==> config.mk <==
export PLATFORM = sky130hd
export DESIGN_NAME = elevator_sweep_controller
export DESIGN_NICKNAME = d
export VERILOG_FILES = /design/src/hw/rtl/esc_pkg.sv /design/src/hw/rtl/esc_ram.sv /design/src/hw/rtl/elevator_sweep_controller.sv
export VERILOG_INCLUDE_DIRS = /design/src /design/src/hw/rtl
export SDC_FILE = /design/constraint.sdc
export NUM_CORES = 1
export LEC_CHECK = 0
export BUFFER_PORTS_ARGS = -buffer_cell sky130_fd_sc_hd__buf_2
export CORE_MARGIN = 2
export CORE_UTILIZATION = 50
export CTS_BUF_LIST = sky130_fd_sc_hd__clkbuf_8
export CTS_CLUSTER_SIZE = 8
export DETAILED_ROUTE_END_ITERATION = 12
export PLACE_DENSITY = 0.65
export SLEW_MARGIN = 30
export SYNTH_ARGS = -nofsm -noshare
export SYNTH_HDL_FRONTEND = slang
export SYNTH_SLANG_ARGS = --single-unit
==> constraint.sdc <==
create_clock -name clk -period 20.3 [get_ports clk]
set_input_delay 4.06 -clock clk [delete_from_list [all_inputs] [get_ports clk]]
set_output_delay 4.06 -clock clk [all_outputs]
set_load 0.1 [all_outputs]
==> src/hw/rtl/assert_macros.svh <==
// ----------------------------------------------------------------------------
// assert_macros.svh
// Concurrent assertion helpers shared by the RTL. Define ASSERT_OFF to drop
// all checks from a build.
// ----------------------------------------------------------------------------
`ifndef ASSERT_MACROS_SVH
`define ASSERT_MACROS_SVH

`ifndef ASSERT_OFF

// Same-cycle implication, disabled while reset is asserted
`define ASSERT_IMPL(lbl, ck, rn, ante, cons) \
    lbl: assert property (@(posedge ck) disable iff (!rn) (ante) |-> (cons)) \
        else $error("assertion failed: implication");

// Next-cycle implication, disabled while reset is asserted
`define ASSERT_NEXT(lbl, ck, rn, ante, cons) \
    lbl: assert property (@(posedge ck) disable iff (!rn) (ante) |=> (cons)) \
        else $error("assertion failed: next-cycle implication");

`else

`define ASSERT_IMPL(lbl, ck, rn, ante, cons)
`define ASSERT_NEXT(lbl, ck, rn, ante, cons)

`endif

`endif

==> src/hw/rtl/esc_pkg.sv <==
// ----------------------------------------------------------------------------
// esc_pkg
// Shared constants of the elevator sweep controller: item opcodes and the
// fixed widths of the item and result fields, and the capacity after reset.
// ----------------------------------------------------------------------------
package esc_pkg;

    // Fixed field widths
    localparam int OP_W    = 2;
    localparam int FLOOR_W = 5;
    localparam int CAP_W   = 4;
    localparam int WAIT_W  = 8;

    // Capacity after reset
    localparam logic [CAP_W-1:0] CAP_RESET = 4'd8;

    // Item opcodes
    localparam logic [OP_W-1:0] OP_TICK = 2'd0;
    localparam logic [OP_W-1:0] OP_CALL = 2'd1;
    localparam logic [OP_W-1:0] OP_DEST = 2'd2;

endpackage

==> src/hw/rtl/esc_ram.sv <==
// ----------------------------------------------------------------------------
// esc_ram
// Generic single-write, single-read synchronous RAM with registered read.
// ----------------------------------------------------------------------------
module esc_ram #(
    parameter int WIDTH = 16,
    parameter int DEPTH = 17
) (
    input  logic                     clk,
    input  logic                     we,
    input  logic [$clog2(DEPTH)-1:0] waddr,
    input  logic [WIDTH-1:0]         wdata,
    input  logic [$clog2(DEPTH)-1:0] raddr,
    output logic [WIDTH-1:0]         rdata
);

    logic [WIDTH-1:0] mem [DEPTH];

    // Write port and registered read port
    always_ff @(posedge clk)
    begin
        if (we)
        begin
            mem[waddr] <= wdata;
        end
        rdata <= mem[raddr];
    end

endmodule

==> src/hw/rtl/elevator_sweep_controller.sv <==
// ----------------------------------------------------------------------------
// elevator_sweep_controller
// Single-car LOOK scheduler; per-floor pickup/drop-off counters in one RAM.
// Calls, destinations and parked ticks finish in S_UPD or S_LOAD; a moving tick
// goes on through the one-read-per-cycle scan in S_SCAN, then S_LAST and S_MOVE.
// Throughput: one item at a time, busy high meanwhile; next accept at the
// edge ending the done cycle.
// Reset: valid flops clear (counters read as zero), car at floor 0 heading
// up, no riders, nobody waiting, capacity 8; no clear pass.
// ----------------------------------------------------------------------------
`include "assert_macros.svh"

module elevator_sweep_controller
    import esc_pkg::*;
#(
    parameter int TOP_FLOOR   = 16,
    parameter int COUNT_WIDTH = 8
) (
    input  logic               clk,
    input  logic               rst_n,
    // Item channel
    input  logic               start,
    output logic               busy,
    input  logic [OP_W-1:0]    op,
    input  logic [FLOOR_W-1:0] floor,
    // Capacity register
    input  logic               cfg_we,
    input  logic [CAP_W-1:0]   cfg_wdata,
    // Result channel
    output logic               done,
    output logic [FLOOR_W-1:0] car_floor,
    output logic               heading_up,
    output logic [CAP_W-1:0]   riders,
    output logic [WAIT_W-1:0]  waiting,
    output logic [CAP_W-1:0]   boarded,
    output logic [CAP_W-1:0]   alighted,
    output logic               idle
);

    localparam int NFLOORS = TOP_FLOOR + 1;
    localparam int POS_W   = $clog2(NFLOORS);
    localparam int CNT_W   = COUNT_WIDTH;
    localparam int ENT_W   = 2 * CNT_W;

    localparam logic [CNT_W-1:0] CNT_MAX = '1;
    localparam logic [POS_W-1:0] POS_TOP = POS_W'(TOP_FLOOR);
    localparam logic [POS_W-1:0] POS_ONE = POS_W'(1);

    typedef enum logic [2:0] {
        S_IDLE,
        S_UPD,
        S_LOAD,
        S_SCAN,
        S_LAST,
        S_MOVE
    } state_t;

    // State and registers
    state_t             state_reg, state_next;
    logic [POS_W-1:0]   pos_reg, pos_next;
    logic               sweep_reg, sweep_next;
    logic [CAP_W-1:0]   inside_reg, inside_next;
    logic [CNT_W-1:0]   outside_reg, outside_next;
    logic [CAP_W-1:0]   cap_reg;
    logic [NFLOORS-1:0] valid_reg, valid_next;
    logic               done_reg, done_next;
    logic [CAP_W-1:0]   boarded_reg, boarded_next;
    logic [CAP_W-1:0]   alighted_reg, alighted_next;
    logic               idle_reg, idle_next;
    logic [OP_W-1:0]    op_reg, op_next;
    logic               fok_reg, fok_next;
    logic [POS_W-1:0]   scan_idx_reg, scan_idx_next;
    logic               scan_vld_reg, scan_vld_next;
    logic [POS_W-1:0]   hi_reg, hi_next;
    logic [POS_W-1:0]   lo_reg, lo_next;
    logic [POS_W-1:0]   rd_addr_reg;

    // RAM port
    logic               ram_we;
    logic [POS_W-1:0]   ram_waddr;
    logic [ENT_W-1:0]   ram_wdata;
    logic [POS_W-1:0]   ram_raddr;
    logic [ENT_W-1:0]   ram_rdata;

    // Counter RAM: entry = {pickup, dropoff}
    esc_ram #(
        .WIDTH (ENT_W),
        .DEPTH (NFLOORS)
    ) u_cnt_ram (
        .clk   (clk),
        .we    (ram_we),
        .waddr (ram_waddr),
        .wdata (ram_wdata),
        .raddr (ram_raddr),
        .rdata (ram_rdata)
    );

    // Read data, never-written floors read as zero
    logic [CNT_W-1:0] ent_pk, ent_dr;
    assign {ent_pk, ent_dr} = valid_reg[rd_addr_reg] ? ram_rdata : '0;

    // Floor range check on the incoming item
    logic flr_ok;
    assign flr_ok = (6'(floor) <= 6'(TOP_FLOOR));

    // Saturating increments for call/destination
    logic [CNT_W-1:0] pk_inc, dr_inc, out_inc;
    assign pk_inc  = (ent_pk == CNT_MAX) ? CNT_MAX : ent_pk + 1'b1;
    assign dr_inc  = (ent_dr == CNT_MAX) ? CNT_MAX : ent_dr + 1'b1;
    assign out_inc = (outside_reg == CNT_MAX) ? CNT_MAX : outside_reg + 1'b1;

    // Unload then load at the car floor
    logic [CAP_W-1:0] alight, in1, room, board, in2;
    logic [CNT_W-1:0] out1, pk1, dr1;
    assign alight = (ent_dr >= CNT_W'(inside_reg)) ? inside_reg : ent_dr[CAP_W-1:0];
    assign in1    = inside_reg - alight;
    assign room   = (cap_reg > in1) ? cap_reg - in1 : '0;
    assign board  = (ent_pk >= CNT_W'(room)) ? room : ent_pk[CAP_W-1:0];
    assign in2    = in1 + board;
    assign out1   = (outside_reg >= CNT_W'(board)) ? outside_reg - CNT_W'(board) : '0;
    assign pk1    = ent_pk - CNT_W'(board);
    assign dr1    = ent_dr - CNT_W'(alight);

    // Scan bound update, one floor per cycle
    logic             req;
    logic [POS_W-1:0] scan_hi, scan_lo;
    assign req     = (|ent_pk) || (|ent_dr);
    assign scan_hi = (scan_vld_reg && req && (rd_addr_reg > hi_reg)) ? rd_addr_reg : hi_reg;
    assign scan_lo = (scan_vld_reg && req && (rd_addr_reg < lo_reg)) ? rd_addr_reg : lo_reg;

    // One-floor move with reversal at the sweep ends
    logic [POS_W-1:0] mv_pos;
    logic             mv_up;
    always_comb
    begin
        mv_pos = pos_reg;
        mv_up  = sweep_reg;
        if (mv_up)
        begin
            if ((mv_pos < hi_reg) || (mv_pos < lo_reg))
                mv_pos = mv_pos + 1'b1;
            else
                mv_up = 1'b0;
        end
        if (!mv_up)
        begin
            if ((mv_pos > lo_reg) || (mv_pos > hi_reg))
                mv_pos = mv_pos - 1'b1;
            else
                mv_up = 1'b1;
        end
    end

    // Sequencer next-state logic
    always_comb
    begin
        state_next    = state_reg;
        pos_next      = pos_reg;
        sweep_next    = sweep_reg;
        inside_next   = inside_reg;
        outside_next  = outside_reg;
        valid_next    = valid_reg;
        done_next     = 1'b0;
        boarded_next  = boarded_reg;
        alighted_next = alighted_reg;
        idle_next     = idle_reg;
        op_next       = op_reg;
        fok_next      = fok_reg;
        scan_idx_next = scan_idx_reg;
        scan_vld_next = 1'b0;
        hi_next       = scan_hi;
        lo_next       = scan_lo;
        ram_we        = 1'b0;
        ram_waddr     = rd_addr_reg;
        ram_wdata     = {ent_pk, ent_dr};
        ram_raddr     = '0;

        unique case (state_reg)
            S_IDLE:
            begin
                if (start)
                begin
                    op_next  = op;
                    fok_next = flr_ok;
                    if (op == OP_TICK)
                    begin
                        ram_raddr  = pos_reg;
                        state_next = S_LOAD;
                    end
                    else
                    begin
                        ram_raddr  = flr_ok ? POS_W'(floor) : '0;
                        state_next = S_UPD;
                    end
                end
            end

            S_UPD:
            begin
                case (op_reg)
                    OP_CALL:
                    begin
                        if (fok_reg)
                        begin
                            ram_we       = 1'b1;
                            ram_wdata    = {pk_inc, ent_dr};
                            outside_next = out_inc;
                        end
                    end
                    OP_DEST:
                    begin
                        if (fok_reg)
                        begin
                            ram_we    = 1'b1;
                            ram_wdata = {ent_pk, dr_inc};
                        end
                    end
                    default:
                    begin
                    end
                endcase
                boarded_next  = '0;
                alighted_next = '0;
                idle_next     = 1'b0;
                done_next     = 1'b1;
                state_next    = S_IDLE;
            end

            S_LOAD:
            begin
                ram_we        = 1'b1;
                ram_wdata     = {pk1, dr1};
                inside_next   = in2;
                outside_next  = out1;
                boarded_next  = board;
                alighted_next = alight;
                if ((out1 == '0) && (in2 == '0))
                begin
                    idle_next  = 1'b1;
                    done_next  = 1'b1;
                    state_next = S_IDLE;
                end
                else
                begin
                    idle_next     = 1'b0;
                    hi_next       = POS_ONE;
                    lo_next       = POS_ONE;
                    scan_idx_next = '0;
                    state_next    = S_SCAN;
                end
            end

            S_SCAN:
            begin
                ram_raddr     = scan_idx_reg;
                scan_vld_next = 1'b1;
                if (scan_idx_reg == POS_TOP)
                    state_next = S_LAST;
                else
                    scan_idx_next = scan_idx_reg + 1'b1;
            end

            S_LAST:
            begin
                state_next = S_MOVE;
            end

            S_MOVE:
            begin
                pos_next   = mv_pos;
                sweep_next = mv_up;
                done_next  = 1'b1;
                state_next = S_IDLE;
            end

            default:
            begin
                state_next = S_IDLE;
            end
        endcase

        if (ram_we)
            valid_next[ram_waddr] = 1'b1;
    end

    // State and registered outputs
    always_ff @(posedge clk or negedge rst_n)
    begin
        if (!rst_n)
        begin
            state_reg    <= S_IDLE;
            pos_reg      <= '0;
            sweep_reg    <= 1'b1;
            inside_reg   <= '0;
            outside_reg  <= '0;
            cap_reg      <= CAP_RESET;
            valid_reg    <= '0;
            done_reg     <= 1'b0;
            scan_vld_reg <= 1'b0;
        end
        else
        begin
            state_reg    <= state_next;
            pos_reg      <= pos_next;
            sweep_reg    <= sweep_next;
            inside_reg   <= inside_next;
            outside_reg  <= outside_next;
            valid_reg    <= valid_next;
            done_reg     <= done_next;
            scan_vld_reg <= scan_vld_next;
            if (cfg_we)
                cap_reg <= cfg_wdata;
        end
    end

    // Payload registers
    always_ff @(posedge clk)
    begin
        boarded_reg  <= boarded_next;
        alighted_reg <= alighted_next;
        idle_reg     <= idle_next;
        op_reg       <= op_next;
        fok_reg      <= fok_next;
        scan_idx_reg <= scan_idx_next;
        hi_reg       <= hi_next;
        lo_reg       <= lo_next;
        rd_addr_reg  <= ram_raddr;
    end

    // Waiting count, held at the top of the 8-bit field
    generate
        if (CNT_W > WAIT_W)
        begin : g_wait_sat
            assign waiting = (outside_reg > CNT_W'(255)) ? '1 : outside_reg[WAIT_W-1:0];
        end
        else
        begin : g_wait_ext
            assign waiting = WAIT_W'(outside_reg);
        end
    endgenerate

    // Outputs
    assign busy       = (state_reg != S_IDLE);
    assign done       = done_reg;
    assign car_floor  = FLOOR_W'(pos_reg);
    assign heading_up = sweep_reg;
    assign riders     = inside_reg;
    assign boarded    = boarded_reg;
    assign alighted   = alighted_reg;
    assign idle       = idle_reg;

    // Checks
    `ASSERT_NEXT(a_accept_busy, clk, rst_n, start && !busy, busy)
    `ASSERT_IMPL(a_done_free, clk, rst_n, done, !busy)
    `ASSERT_IMPL(a_idle_noboard, clk, rst_n, done && idle, boarded == '0)

endmodule

==> results.txt, run 1 <==
The run finished with clean final reports. For the data required time of the worst path, the log shows 20.69 ns. The depth of the worst hold-timing path was 2. The final-stage net count was 1775; the final routed wire length divided by cell count was 21.2 µm. The floorplan die height was 192 µm; the placement-stage cell area was 18600 µm².

After detailed routing, the number of remaining DRC violations is 0. The synthesized area divided by synthesized cell count was 10.8 µm². The worst flop-to-flop path endpoint was scan_idx_reg[0]. Setup violations remaining at the end of the flow were counted as 0.

The area growth from synthesis to layout is 10.9%. The deepest level of the CTS H-tree was 2; the total count of max-transition violations in the final report was 0. The number of register bits inferred by synthesis is 364, and the share of the clock period used by the worst path is 55.9%. The worst hold path begins at u_cnt_ram.mem[16][3].

The critical path is of the register to register type. For the worst flop-to-flop path, the logic depth is 38. Setup repair after global routing left no endpoint under its margin. Of all flip-flops after synthesis, the portion carrying an async set or reset was 12.1%. Summing every instance area after synthesis gives 17700 µm². Counting every sink on the clock net gives 364. The total of hold buffers inserted after clock tree synthesis is 0.

The total overflow left after global routing is 0. 0 antenna diodes ended up in the layout. The cell count after synthesis came out at 1650. Adding up every negative setup slack in the final design gives 0 ns. The netlist uses 78 different library cells. Between clock sinks in the finished design, the worst skew comes to 0.0386 ns. The worst path needs 11.35 ns of the cycle, external delays included.

The core region is 35200 µm². Synthesis produced a netlist with a net count of 1728. In this run the register-to-register setup slack is 8.95 ns.

For the pin with the worst max-slew slack, the measured transition is 0.926 ns. The worst min-delay path category was register to register. Of the synthesized area, sequential elements account for 58.6%. The initial utilization of the core area, before any placement, comes to 50.4%. The first detailed-routing pass ran for 6 iterations.

Along the worst path, the maximum fanout reaches 40. The initial antenna violation count was 0. In the global route stage, overall resource usage came out at 25.5%. STA classifies the critical path startpoint as a register. The tree is rooted in a sky130_fd_sc_hd__clkbuf_8. For this run, the leading register cell type out of synthesis is sky130_fd_sc_hd__edfxtp_1. After detailed routing, the number of vias per cell comes to 5.99. The floorplan die area came out at 37000 µm².

For this design, the slowest cell found on the critical path is sky130_fd_sc_hd__dfxtp_1. The logs give 0 for the quantity of gates resized following cts and 60 for the number of buffers created by CTS. STA classifies the critical path endpoint as a register.

Measured along the x axis, the die boundary spans 192 µm. Headroom to the max-slew limit came out at 38.2%. Entering global routing, the biggest net connects 75 pins. Beginning of the worst register-to-register path: ram_waddr[1].

Data arrives at the worst endpoint at 11.74 ns. For the worst-skew pair, the clock arrives at the later sink with an insertion delay of 0.68 ns. In this design, the critical path's most frequently occurring cell is sky130_fd_sc_hd__ha_1.

For the count of endpoints failing hold in the final timing report, the log shows 0. For the routability-driven placement congestion ratio, the log shows 0.890. The post-route standard cell area excluding fillers is 19700 µm². The largest buffer count on any clock path is 3, and the number of buffer cells added on primary ports is 43.

Final hold slack: 0.446 ns. The run gives 0 as the post-CTS setup repair buffer count. For hold timing, the worst endpoint is u_cnt_ram.rdata[3]. Summed over all nets, the half-perimeter wirelength after detailed placement is 27700 µm. The total number of vias came out at 13.2k. The number of synthesized flops with an enable pin came out at 289. On the worst path, the slowest cell contributes a delay of 0.63 ns. Number of routed nets with antenna violations: 0. The proportion of layout cells with a drive suffix above 1 was 12.8%. For this block, the routed nets add up to 46800 µm of wire. The number of inserted filler cells in the final layout was 3042. The clock transition at the register clock pins on the worst setup and hold paths after CTS was 0.06 ns; the number of top-level pins was 44. The register with the most flip-flops in the layout has 272 of them. Max-cap violations in this run came to 0. The warning count from the yosys run was 0. TritonCTS built the clock tree. The number of DRC violations after detailed-routing iteration 0 was 1047; the maximum achievable frequency was 88.1 MHz. The first global-routing pass estimated 71700 µm of wire. The initialized floorplan defines 69 standard-cell rows. The tools report the via count of the first global-routing pass as 12.6k.
==> how the worst max path moves through the flow <==
stage | slack, ns | end | start
2_1_floorplan | 10.62 | scan_idx_reg[0] | ram_waddr[1]
3_3_place_gp | 9.38 | scan_idx_reg[1] | ram_waddr[1]
3_5_place_dp | 9.07 | scan_idx_reg[1] | ram_waddr[1]
4_1_cts | 9.04 | scan_idx_reg[3] | ram_waddr[1]
5_1_grt | 7.68 | scan_idx_reg[1] | ram_waddr[1]
6_report | 8.95 | scan_idx_reg[0] | ram_waddr[1]
==> final cells by class <==
cell class / instances / area, µm² / share of cell area [%]
flip-flops and latches: 364 / 10400 / 52.8
inverters: 58 / 220 / 1.12
multi-input cells: 1132 / 6850 / 34.8
repair buffers: 81 / 503 / 2.55
well taps: 461 / 577 / 2.93
clock inverters: 47 / 256 / 1.30
clock buffers: 64 / 881 / 4.47
==> logic make-up (layout without fill, tap and decap cells) <==
group | count (synthesis) | in the layout | share of synthesized area [%]
buf+inv | 154 | 250 | 3.30
flops | 364 | 364 | 58.6
fa+ha+maj | 65 | 65 | 4.60
xor+xnor | 27 | 27 | 1.33
mux | 19 | 19 | 1.39
simple gates | 686 | 686 | 17.5
compound gates | 335 | 335 | 13.3
==> synthesized netlist by cell type (6+ instances only) <==
cell type,number,area share [%]
sky130_fd_sc_hd__inv_1,54,1.1
sky130_fd_sc_hd__nor3b_1,8,0.34
sky130_fd_sc_hd__mux2i_1,10,0.56
sky130_fd_sc_hd__buf_2,6,0.17
sky130_fd_sc_hd__xnor2_1,20,0.99
sky130_fd_sc_hd__nand2b_1,18,0.63
sky130_fd_sc_hd__nand4_1,8,0.28
sky130_fd_sc_hd__nor2_1,86,1.8
sky130_fd_sc_hd__nor4_1,7,0.25
sky130_fd_sc_hd__nand2_1,360,7.6
sky130_fd_sc_hd__o31ai_1,23,0.97
sky130_fd_sc_hd__a21o_1,10,0.42
sky130_fd_sc_hd__a21oi_1,61,1.7
sky130_fd_sc_hd__o21ai_0,57,1.6
sky130_fd_sc_hd__dfrtp_1,42,5.9
sky130_fd_sc_hd__or3_1,10,0.35
sky130_fd_sc_hd__a311oi_1,65,3.2
sky130_fd_sc_hd__o211ai_1,7,0.30
sky130_fd_sc_hd__a211oi_1,9,0.38
sky130_fd_sc_hd__nor3_1,13,0.37
sky130_fd_sc_hd__dfxtp_1,31,3.5
sky130_fd_sc_hd__o21a_1,11,0.47
sky130_fd_sc_hd__nand3_1,84,2.4
sky130_fd_sc_hd__edfxtp_1,289,49
sky130_fd_sc_hd__xor2_1,7,0.35
sky130_fd_sc_hd__clkbuf_1,76,1.6
sky130_fd_sc_hd__and3_1,37,1.3
sky130_fd_sc_hd__a31oi_1,12,0.42
sky130_fd_sc_hd__buf_1,14,0.30
sky130_fd_sc_hd__or2_2,20,0.70
sky130_fd_sc_hd__o22ai_1,13,0.46
sky130_fd_sc_hd__and2_1,8,0.28
sky130_fd_sc_hd__ha_1,62,4.4
sky130_fd_sc_hd__nor2b_1,10,0.35
==> critical path: cells and delay by family (launching register included) <==
family                     cells  cell delay [ns]
AOI/OAI and AO/OA             17             4.64
muxes                          2             0.86
adders and majority gates      6             1.73
buffers and inverters          3             0.48
DFF                            1             0.63
and+or+nand+nor               10             2.70
==> placed cells by master (no fill, tap or decap), types with 31 or more instances in the layout <==
cell	instances
sky130_fd_sc_hd__buf_4	39
sky130_fd_sc_hd__a311oi_1	65
sky130_fd_sc_hd__edfxtp_1	289
sky130_fd_sc_hd__dfxtp_1	31
sky130_fd_sc_hd__nor2_1	70
sky130_fd_sc_hd__buf_2	42
sky130_fd_sc_hd__inv_1	79
sky130_fd_sc_hd__nand2_1	360
sky130_fd_sc_hd__o21ai_0	53
sky130_fd_sc_hd__dfrtp_1	42
sky130_fd_sc_hd__clkbuf_8	64
sky130_fd_sc_hd__and3_1	37
sky130_fd_sc_hd__nand3_1	84
sky130_fd_sc_hd__ha_1	62
sky130_fd_sc_hd__a21oi_1	60
==> routing by layer <==
| metal | vias up | track usage [%] | part of all wire, % |
|---|---|---|---|
| li1 | 6169 | - | - |
| met1 | 6435 | 34.0 | 42 |
| met2 | 500 | 41.9 | 48 |
| met3 | 111 | 3.96 | 6.5 |
| met4 | 0 | 10.4 | 3.2 |
| met5 | - | 0 | 0 |
==> through the flow <==
stage / utilization (%) / setup WS, ns / instances
finish: 55.9 / 8.95 / 2207
global route: 55.9 / 7.68 / 2207
CTS: 55.9 / 9.04 / 2207
detailed placement: 52.7 / 9.07 / 2096
global placement: 52.6 / 9.38 / 2096
floorplan: - / 10.62 / 1650
Power of run 1 is left out: the tool's default activity adds up to more than one toggle a clock period on the data nets, which glitch-free logic cannot reach.
==> inputs of run 2 (changes only) <==
--- a/config.mk
+++ b/config.mk
@@ -12,7 +12,7 @@
 export CTS_BUF_LIST = sky130_fd_sc_hd__clkbuf_8
 export CTS_CLUSTER_SIZE = 8
 export DETAILED_ROUTE_END_ITERATION = 12
-export PLACE_DENSITY = 0.65
+export PLACE_DENSITY = 0.68
 export SLEW_MARGIN = 30
 export SYNTH_ARGS = -nofsm -noshare
 export SYNTH_HDL_FRONTEND = slang
==> constraint.sdc (replaced) <==
create_clock -name clk -period 10 [get_ports clk]
set_input_delay 2 -clock clk [delete_from_list [all_inputs] [get_ports clk]]
set_output_delay 2 -clock clk [all_outputs]
set_load 0.1 [all_outputs]
==> run 2 against run 1 <==
Routed wire length down 0.79%. Sequential cell count unchanged. Critical path type unchanged. Global-route usage down 0.35 points. First-iteration DRC count up 16%. Critical path depth unchanged. Register-to-register slack worse by 8.4 ns.
==> results.txt, run 2 (synthesis results as in run 1) <==
The flow ran to the end, and the final reports show no timing, DRC or antenna violations. After detailed routing, the number of remaining DRC violations is 0. With fillers left out, the area of the finished cells amounts to 19800 µm². The total number of vias is 13.3k, and the number of iterations in the first detailed-routing pass is 5. Summed over all layers, the global routing overflow is 0.

After clock tree synthesis, the flow added hold-fix buffers numbering 0. After the first detailed-routing iteration, the DRC count stood at 1214. The logs give 71200 µm for the first-pass GRT wire length and 0 for the number of routed nets with antenna violations.

The tools report the element type at the critical path start as a register. The total negative slack was 0 ns; the clock transition at the register clock pins on the worst setup and hold paths after CTS was 0.06 ns. The largest stage delay on the critical path is 0.53 ns. Setup repair after global routing left no endpoint under its margin.

The flip-flop count of the largest register after layout came out at 272. The CTS sink count was 364; the number of buffers created by CTS was 60. The tools report the initial antenna violation count as 0.

For the endpoint arrival time on the critical path, the log shows 9.80 ns. Counting along the longest clock path gives a buffer depth of 3. The routability-driven placement congestion ratio was 0.916. Static timing analysis puts the maximum clock frequency at 106 MHz. The count of endpoints failing hold in the final timing report was 0; the number of violations of the max-capacitance limit was 0. Final routed wire length divided by cell count: 20.9 µm. Critical path's slowest cell: sky130_fd_sc_hd__mux4_2. The leading cell type in the layout, fill and taps excluded was sky130_fd_sc_hd__nand2_1. The worst setup path is captured at a register. The die is 192 µm wide. The total track usage is 25.2%, and the transition at the pin with the smallest max-transition slack is 0.895 ns. The critical path is of the register to register type. In this run the worst hold path is classified as register to register. The post-route netlist has 14.2% of its cells at a drive strength greater than 1. Counting I/O delays and the setup requirement, the final critical path takes 9.41 ns.

The repair_antennas step left the layout with diodes totalling 0. The floorplan step defined a die boundary enclosing 37000 µm². The deepest level of the CTS H-tree came out at 2. Maximum fanout count along the critical path: 13.

The area growth from synthesis to layout is 11.7%. The floorplan step set the die height to 192 µm. The final-stage net count came out at 1788. In this run the clock root is driven by a sky130_fd_sc_hd__clkbuf_8. The ratio of routed vias to standard cells is 6.02. Measured against its own limit, the worst slew margin works out to 40.3%. After detailed placement, the total cell area comes to 18600 µm². Setup violations remaining at the end of the flow were counted as 0. TritonCTS built the clock tree.

The via count of the first global-routing pass was 12.5k. The top cell types in the final layout, fill and taps aside, are sky130_fd_sc_hd__nand2_1, sky130_fd_sc_hd__edfxtp_1, sky130_fd_sc_hd__nand3_1, sky130_fd_sc_hd__inv_1, sky130_fd_sc_hd__nor2_1. Clock latency on the worst-skew pair, taken at its later pin, is 0.66 ns. STA puts the critical path data required time at 10.39 ns. In this run the count of I/O pins placed on the die edge is 44. The final wirelength was 46400 µm. The core region is 35200 µm².

Clock skew on the completed layout was measured at 0.0419 ns. Number of buffer cells added on primary ports: 43. The tools report the total count of max-transition violations in the final report as 0. Entering global routing, the biggest net connects 79 pins. The initialized floorplan defines 69 standard-cell rows. The initial standard-cell utilization of the core is 50.4%. The dominant cell type by count on the critical path is sky130_fd_sc_hd__o21ai_0. The HPWL after detailed placement is 27300 µm. After layout, the worst path uses 94.1% of the clock period.
## run 2: cell count changes in the layout (fill, tap and decap cells not counted), moves of 2 or more
cell                       before  now
sky130_fd_sc_hd__a21oi_1       60   58
sky130_fd_sc_hd__inv_1         79   76
sky130_fd_sc_hd__clkinv_1      15   11
sky130_fd_sc_hd__clkinv_2       3    8
sky130_fd_sc_hd__o21ai_1        2    4
sky130_fd_sc_hd__clkbuf_8      64   62
sky130_fd_sc_hd__dfxtp_1       31   28
sky130_fd_sc_hd__dfxtp_2        0    3
sky130_fd_sc_hd__a21oi_2        1    3
sky130_fd_sc_hd__buf_4         39   52
## run 2: final timing paths
kind | cells after the start | to | slack [ns] | startpoint
max | 38 | scan_idx_reg[4] | 0.59 | ram_waddr[1]
min | 2 | u_cnt_ram.rdata[12] | 0.45 | u_cnt_ram.mem[16][12]
max reg2reg | 38 | scan_idx_reg[4] | 0.59 | ram_waddr[1]
min reg2reg | 2 | u_cnt_ram.rdata[12] | 0.45 | u_cnt_ram.mem[16][12]
max in group asynchronous | 1 | riders[1] | 8.20 | rst_n
min in group asynchronous | 1 | waiting[0] | 1.37 | rst_n
## run 2: worst max-delay path, delay by kind of cell (launching register included)
kind	cells	cell delay, ns
flops	1	0.42
buf+inv	4	0.63
simple gates	9	1.79
mux	3	1.09
fa+ha+maj	5	1.55
xor+xnor	1	0.19
compound gates	16	3.47
## run 2: final cells by class
class / count / area [µm²]
Multi-Input combinational cell: 1132 / 6890
Fill cell: 2967 / 15400
Sequential cell: 364 / 10400
Timing Repair Buffer: 94 / 601
Tap cell: 461 / 577
Inverter: 58 / 220
Clock inverter: 46 / 290
Clock buffer: 62 / 853
## run 2: layer usage
layer	part of all wire, %	vias up	GRT usage (%)
met2	48	518	40.8
met5	0	-	0
met3	7.1	78	4.60
met1	43	6539	34.5
met4	2.1	0	8.19
li1	-	6201	-
## run 2: repair_timing
action	in CTS	in global routing
pin swaps	0	2
gates resized for setup	1	11
setup buffers	0	3
endpoints found under the setup margin	5	94
## run 2: through the flow
step | utilization, % | std cells | setup WS, ns | hold slack, ns
after global placement | 52.8 | 2106 | 0.326 | 0.427
after CTS | 56.1 | 2214 | 0.0204 | 0.449
after global routing | 56.3 | 2217 | 0.0394 | 0.470
after detailed placement | 52.9 | 2106 | -0.0354 | 0.435
final | 56.3 | 2217 | 0.591 | 0.449
after floorplan | - | 1650 | 0.315 | 0.418
Power of run 2 is left out for the same reason.
==> inputs of run 3 (changes only) <==
--- a/config.mk
+++ b/config.mk
@@ -8,12 +8,13 @@
 export LEC_CHECK = 0
 export BUFFER_PORTS_ARGS = -buffer_cell sky130_fd_sc_hd__buf_2
 export CORE_MARGIN = 2
-export CORE_UTILIZATION = 50
+export CORE_UTILIZATION = 59
 export CTS_BUF_LIST = sky130_fd_sc_hd__clkbuf_8
 export CTS_CLUSTER_SIZE = 8
 export DETAILED_ROUTE_END_ITERATION = 12
-export PLACE_DENSITY = 0.68
+export PLACE_DENSITY = 0.78
 export SLEW_MARGIN = 30
 export SYNTH_ARGS = -nofsm -noshare
 export SYNTH_HDL_FRONTEND = slang
+export SYNTH_HIERARCHICAL = 1
 export SYNTH_SLANG_ARGS = --single-unit
==> constraint.sdc (replaced) <==
create_clock -name clk -period 10 [get_ports clk]
set_input_delay 2 -clock clk [delete_from_list [all_inputs] [get_ports clk]]
set_output_delay 2 -clock clk [all_outputs]
set_load 0.005 [all_outputs]
==> run 3 against run 2 <==
Sequential cell count is the same. Sequential share of layout area up 0.060 points. First-iteration DRC count is 4.4% lower.
==> results.txt, run 3 <==
The final-stage net count is 1504, and the ratio of routed vias to standard cells is 6.49. STA classifies the critical path startpoint as a register. The number of synthesized flops with an enable pin is 289. A synthesized cell averages 13.4 µm².

Transition at the pin with the smallest max-transition slack: 0.785 ns. Leaving out fill and tap cells, the most frequent cells in the layout are sky130_fd_sc_hd__edfxtp_1, sky130_fd_sc_hd__inv_1, sky130_fd_sc_hd__nor2_1, sky130_fd_sc_hd__nand2_1, sky130_fd_sc_hd__a21oi_1. By instance count, the cell type seen most on the critical path is sky130_fd_sc_hd__ha_1. The number of iterations in the first detailed-routing pass was 5; the first-pass GRT wire length was 67800 µm. The worst min-delay path category was register to register. The floorplan die area is 31900 µm². The total overflow reported by the global router is 0. After synthesis, flip-flops and latches occupy 57.8% of the total area.

Dividing the final minimum period by the clock period gives 93.1%. The kind of capture point of the worst setup path is a register. The critical path's slowest cell is sky130_fd_sc_hd__dfxtp_1. The die is 179 µm tall. The maximum number of pins on one net before global-route repair is 50.

Synthesis produced a netlist with a net count of 1424. The logs give 0 for the initial antenna violation count and 0.942 for the routability-driven placement congestion ratio. In this run the number of H-tree levels came out at 2. For the number of buffers created by CTS, the log shows 56.

On the critical path the largest part of the delay comes from compound AO/OA/AOI/OAI gates. The total negative slack was 0 ns; the number of buffer cells added on primary ports was 43. Yosys mapped the design onto 97 distinct sky130hd cell types.

In the final layout, the share of cells above drive strength 1 is 20.5%. The width of the chip is 179 µm. The logs give 11.7k for the via count of the first global-routing pass and 60.3% for the initial standard-cell utilization of the core.

The final routed wire length divided by cell count came out at 24.0 µm. The tool flagged a number of max-cap violations equal to 0. The run gives 0 as the count of endpoints failing hold in the final timing report. For the total number of vias, the log shows 12.1k. The largest stage delay on the critical path came out at 0.70 ns. The commonest cells after synthesis are sky130_fd_sc_hd__edfxtp_1, sky130_fd_sc_hd__nor2_1, sky130_fd_sc_hd__nand2_1. Library cell with the highest instance count after synthesis: sky130_fd_sc_hd__edfxtp_1. After detailed placement, the design holds a cell count of 1756. The cell area after synthesis is 18000 µm².

The worst pin sits at a relative slew slack of 46.2%. In the routed design, unresolved DRC markers number 0. After floorplanning, the core was divided into 63 placement rows.

The number of buffer and inverter instances along the worst setup path is 3, and the total track usage is 28.5%. The largest buffer count on any clock path came out at 3. The flow ran to the end, and the final reports show no timing, DRC or antenna violations.

The tools report the total setup violations reported at the end of the flow as 0. In the synthesized netlist, the number of instances is 1345. For this run, the number of standard cells in the final layout without fillers is 1860. The total count of max-transition violations in the final report came out at 0. The number of DRC violations after detailed-routing iteration 0 came out at 1161. The worst setup path is of the register to register kind.

The clock latency reported for the late side of the worst-skew pair came out at 0.63 ns. The leading cell type in the layout, fill and taps excluded is sky130_fd_sc_hd__edfxtp_1. Among all flip-flop cells after synthesis, the most frequent one is sky130_fd_sc_hd__edfxtp_1.

Along the worst path, the maximum fanout reaches 18. The largest total area in the synthesized netlist belongs to sky130_fd_sc_hd__edfxtp_1. Setup repair after global routing left no endpoint under its margin. STA puts the critical path data required time at 10.34 ns. The routed design has 44600 µm of wire. The number of routed nets with antenna violations was 0.

TritonCTS built the clock tree. The synthesized design contains 364 register bits. The floorplan core area was 29900 µm²; the HPWL reported at the end of detailed placement was 28500 µm.

Static timing analysis puts the maximum clock frequency at 107 MHz. After synthesis, the share of flip-flops with an asynchronous set or reset is 12.1%. The number of top-level pins is 44. After synthesis, the cell types taking the most area are sky130_fd_sc_hd__edfxtp_1, sky130_fd_sc_hd__mux4_2, sky130_fd_sc_hd__dfrtp_1, sky130_fd_sc_hd__ha_1, sky130_fd_sc_hd__dfxtp_1. On the final layout, the worst clock skew is 0.0509 ns. The clock transition at the register clock pins on the worst setup and hold paths after CTS was 0.06 ns. Counting every sink on the clock net gives 364. The register with the most flip-flops in the layout has 272 of them.

The clock period minus worst slack works out to 9.31 ns. The tools report the master cell of the clock root buffer as sky130_fd_sc_hd__clkbuf_8. The post-CTS setup repair buffer count was 0. The area growth from synthesis to layout is 9.98%. The number of antenna repair diodes came out at 0. Endpoint arrival time on the critical path: 9.65 ns. The share of synthesized area in the top cell type comes to 48.2%.

For this run, the number of Yosys warnings is 6.
run 3: repair_timing:
action / 4_1_cts / 5_1_grt
hold buffers: 0 / 0
resized for setup: 0 / 8
endpoints found under the setup margin: 0 / 36
run 3: logic make-up after synthesis:
| kind of cell | share of synthesized area [%] |
|---|---|
| AND/OR/NAND/NOR | 8.93 |
| buffers and inverters | 3.44 |
| flip-flops | 57.8 |
| AO/OA/AOI/OAI | 13.5 |
| XOR/XNOR | 1.40 |
| adder cells (fa/ha/maj) | 4.60 |
| multiplexers | 10.4 |
run 3: stage by stage:
step | hold slack, ns | utilization (%) | setup WS, ns | cell area [µm²]
floorplan | 0.423 | - | 0.836 | 18000
global placement | 0.439 | 62.6 | 0.679 | 18700
detailed placement | 0.443 | 62.7 | 0.321 | 18700
CTS | 0.463 | 66.2 | 0.298 | 19800
global route | 0.475 | 66.3 | 0.0358 | 19800
finish | 0.470 | 66.3 | 0.693 | 19800
run 3: area by class of cell:
type,count,area [µm²]
fillers,2135,10100
repair buffers,81,504
clock inverters,42,186
multi-input cells,861,7160
clock buffers,61,840
flip-flops and latches,364,10400
well taps,390,488
inverters,61,229
run 3: path summary, 6_finish.rpt:
path / from / to / slack, ns / depth (start not counted)
max: ram_waddr[2] / scan_idx_reg[4] / 0.69 / 39
min: valid_reg[16] / valid_reg[16] / 0.47 / 1
max reg2reg: ram_waddr[2] / scan_idx_reg[4] / 0.69 / 39
min reg2reg: valid_reg[16] / valid_reg[16] / 0.47 / 1
max in group asynchronous: rst_n / waiting[1] / 8.18 / 1
min in group asynchronous: rst_n / valid_reg[5] / 1.37 / 1
run 3: per-layer routing:
layer | part of all wire (%) | vias to the layer above | track usage [%]
li1 | - | 5405 | -
met1 | 42 | 6064 | 39.6
met2 | 46 | 514 | 44.7
met3 | 7.7 | 91 | 5.28
met4 | 4.0 | 0 | 12.0
met5 | 0 | - | 0
Power of run 3 is left out for the same reason.
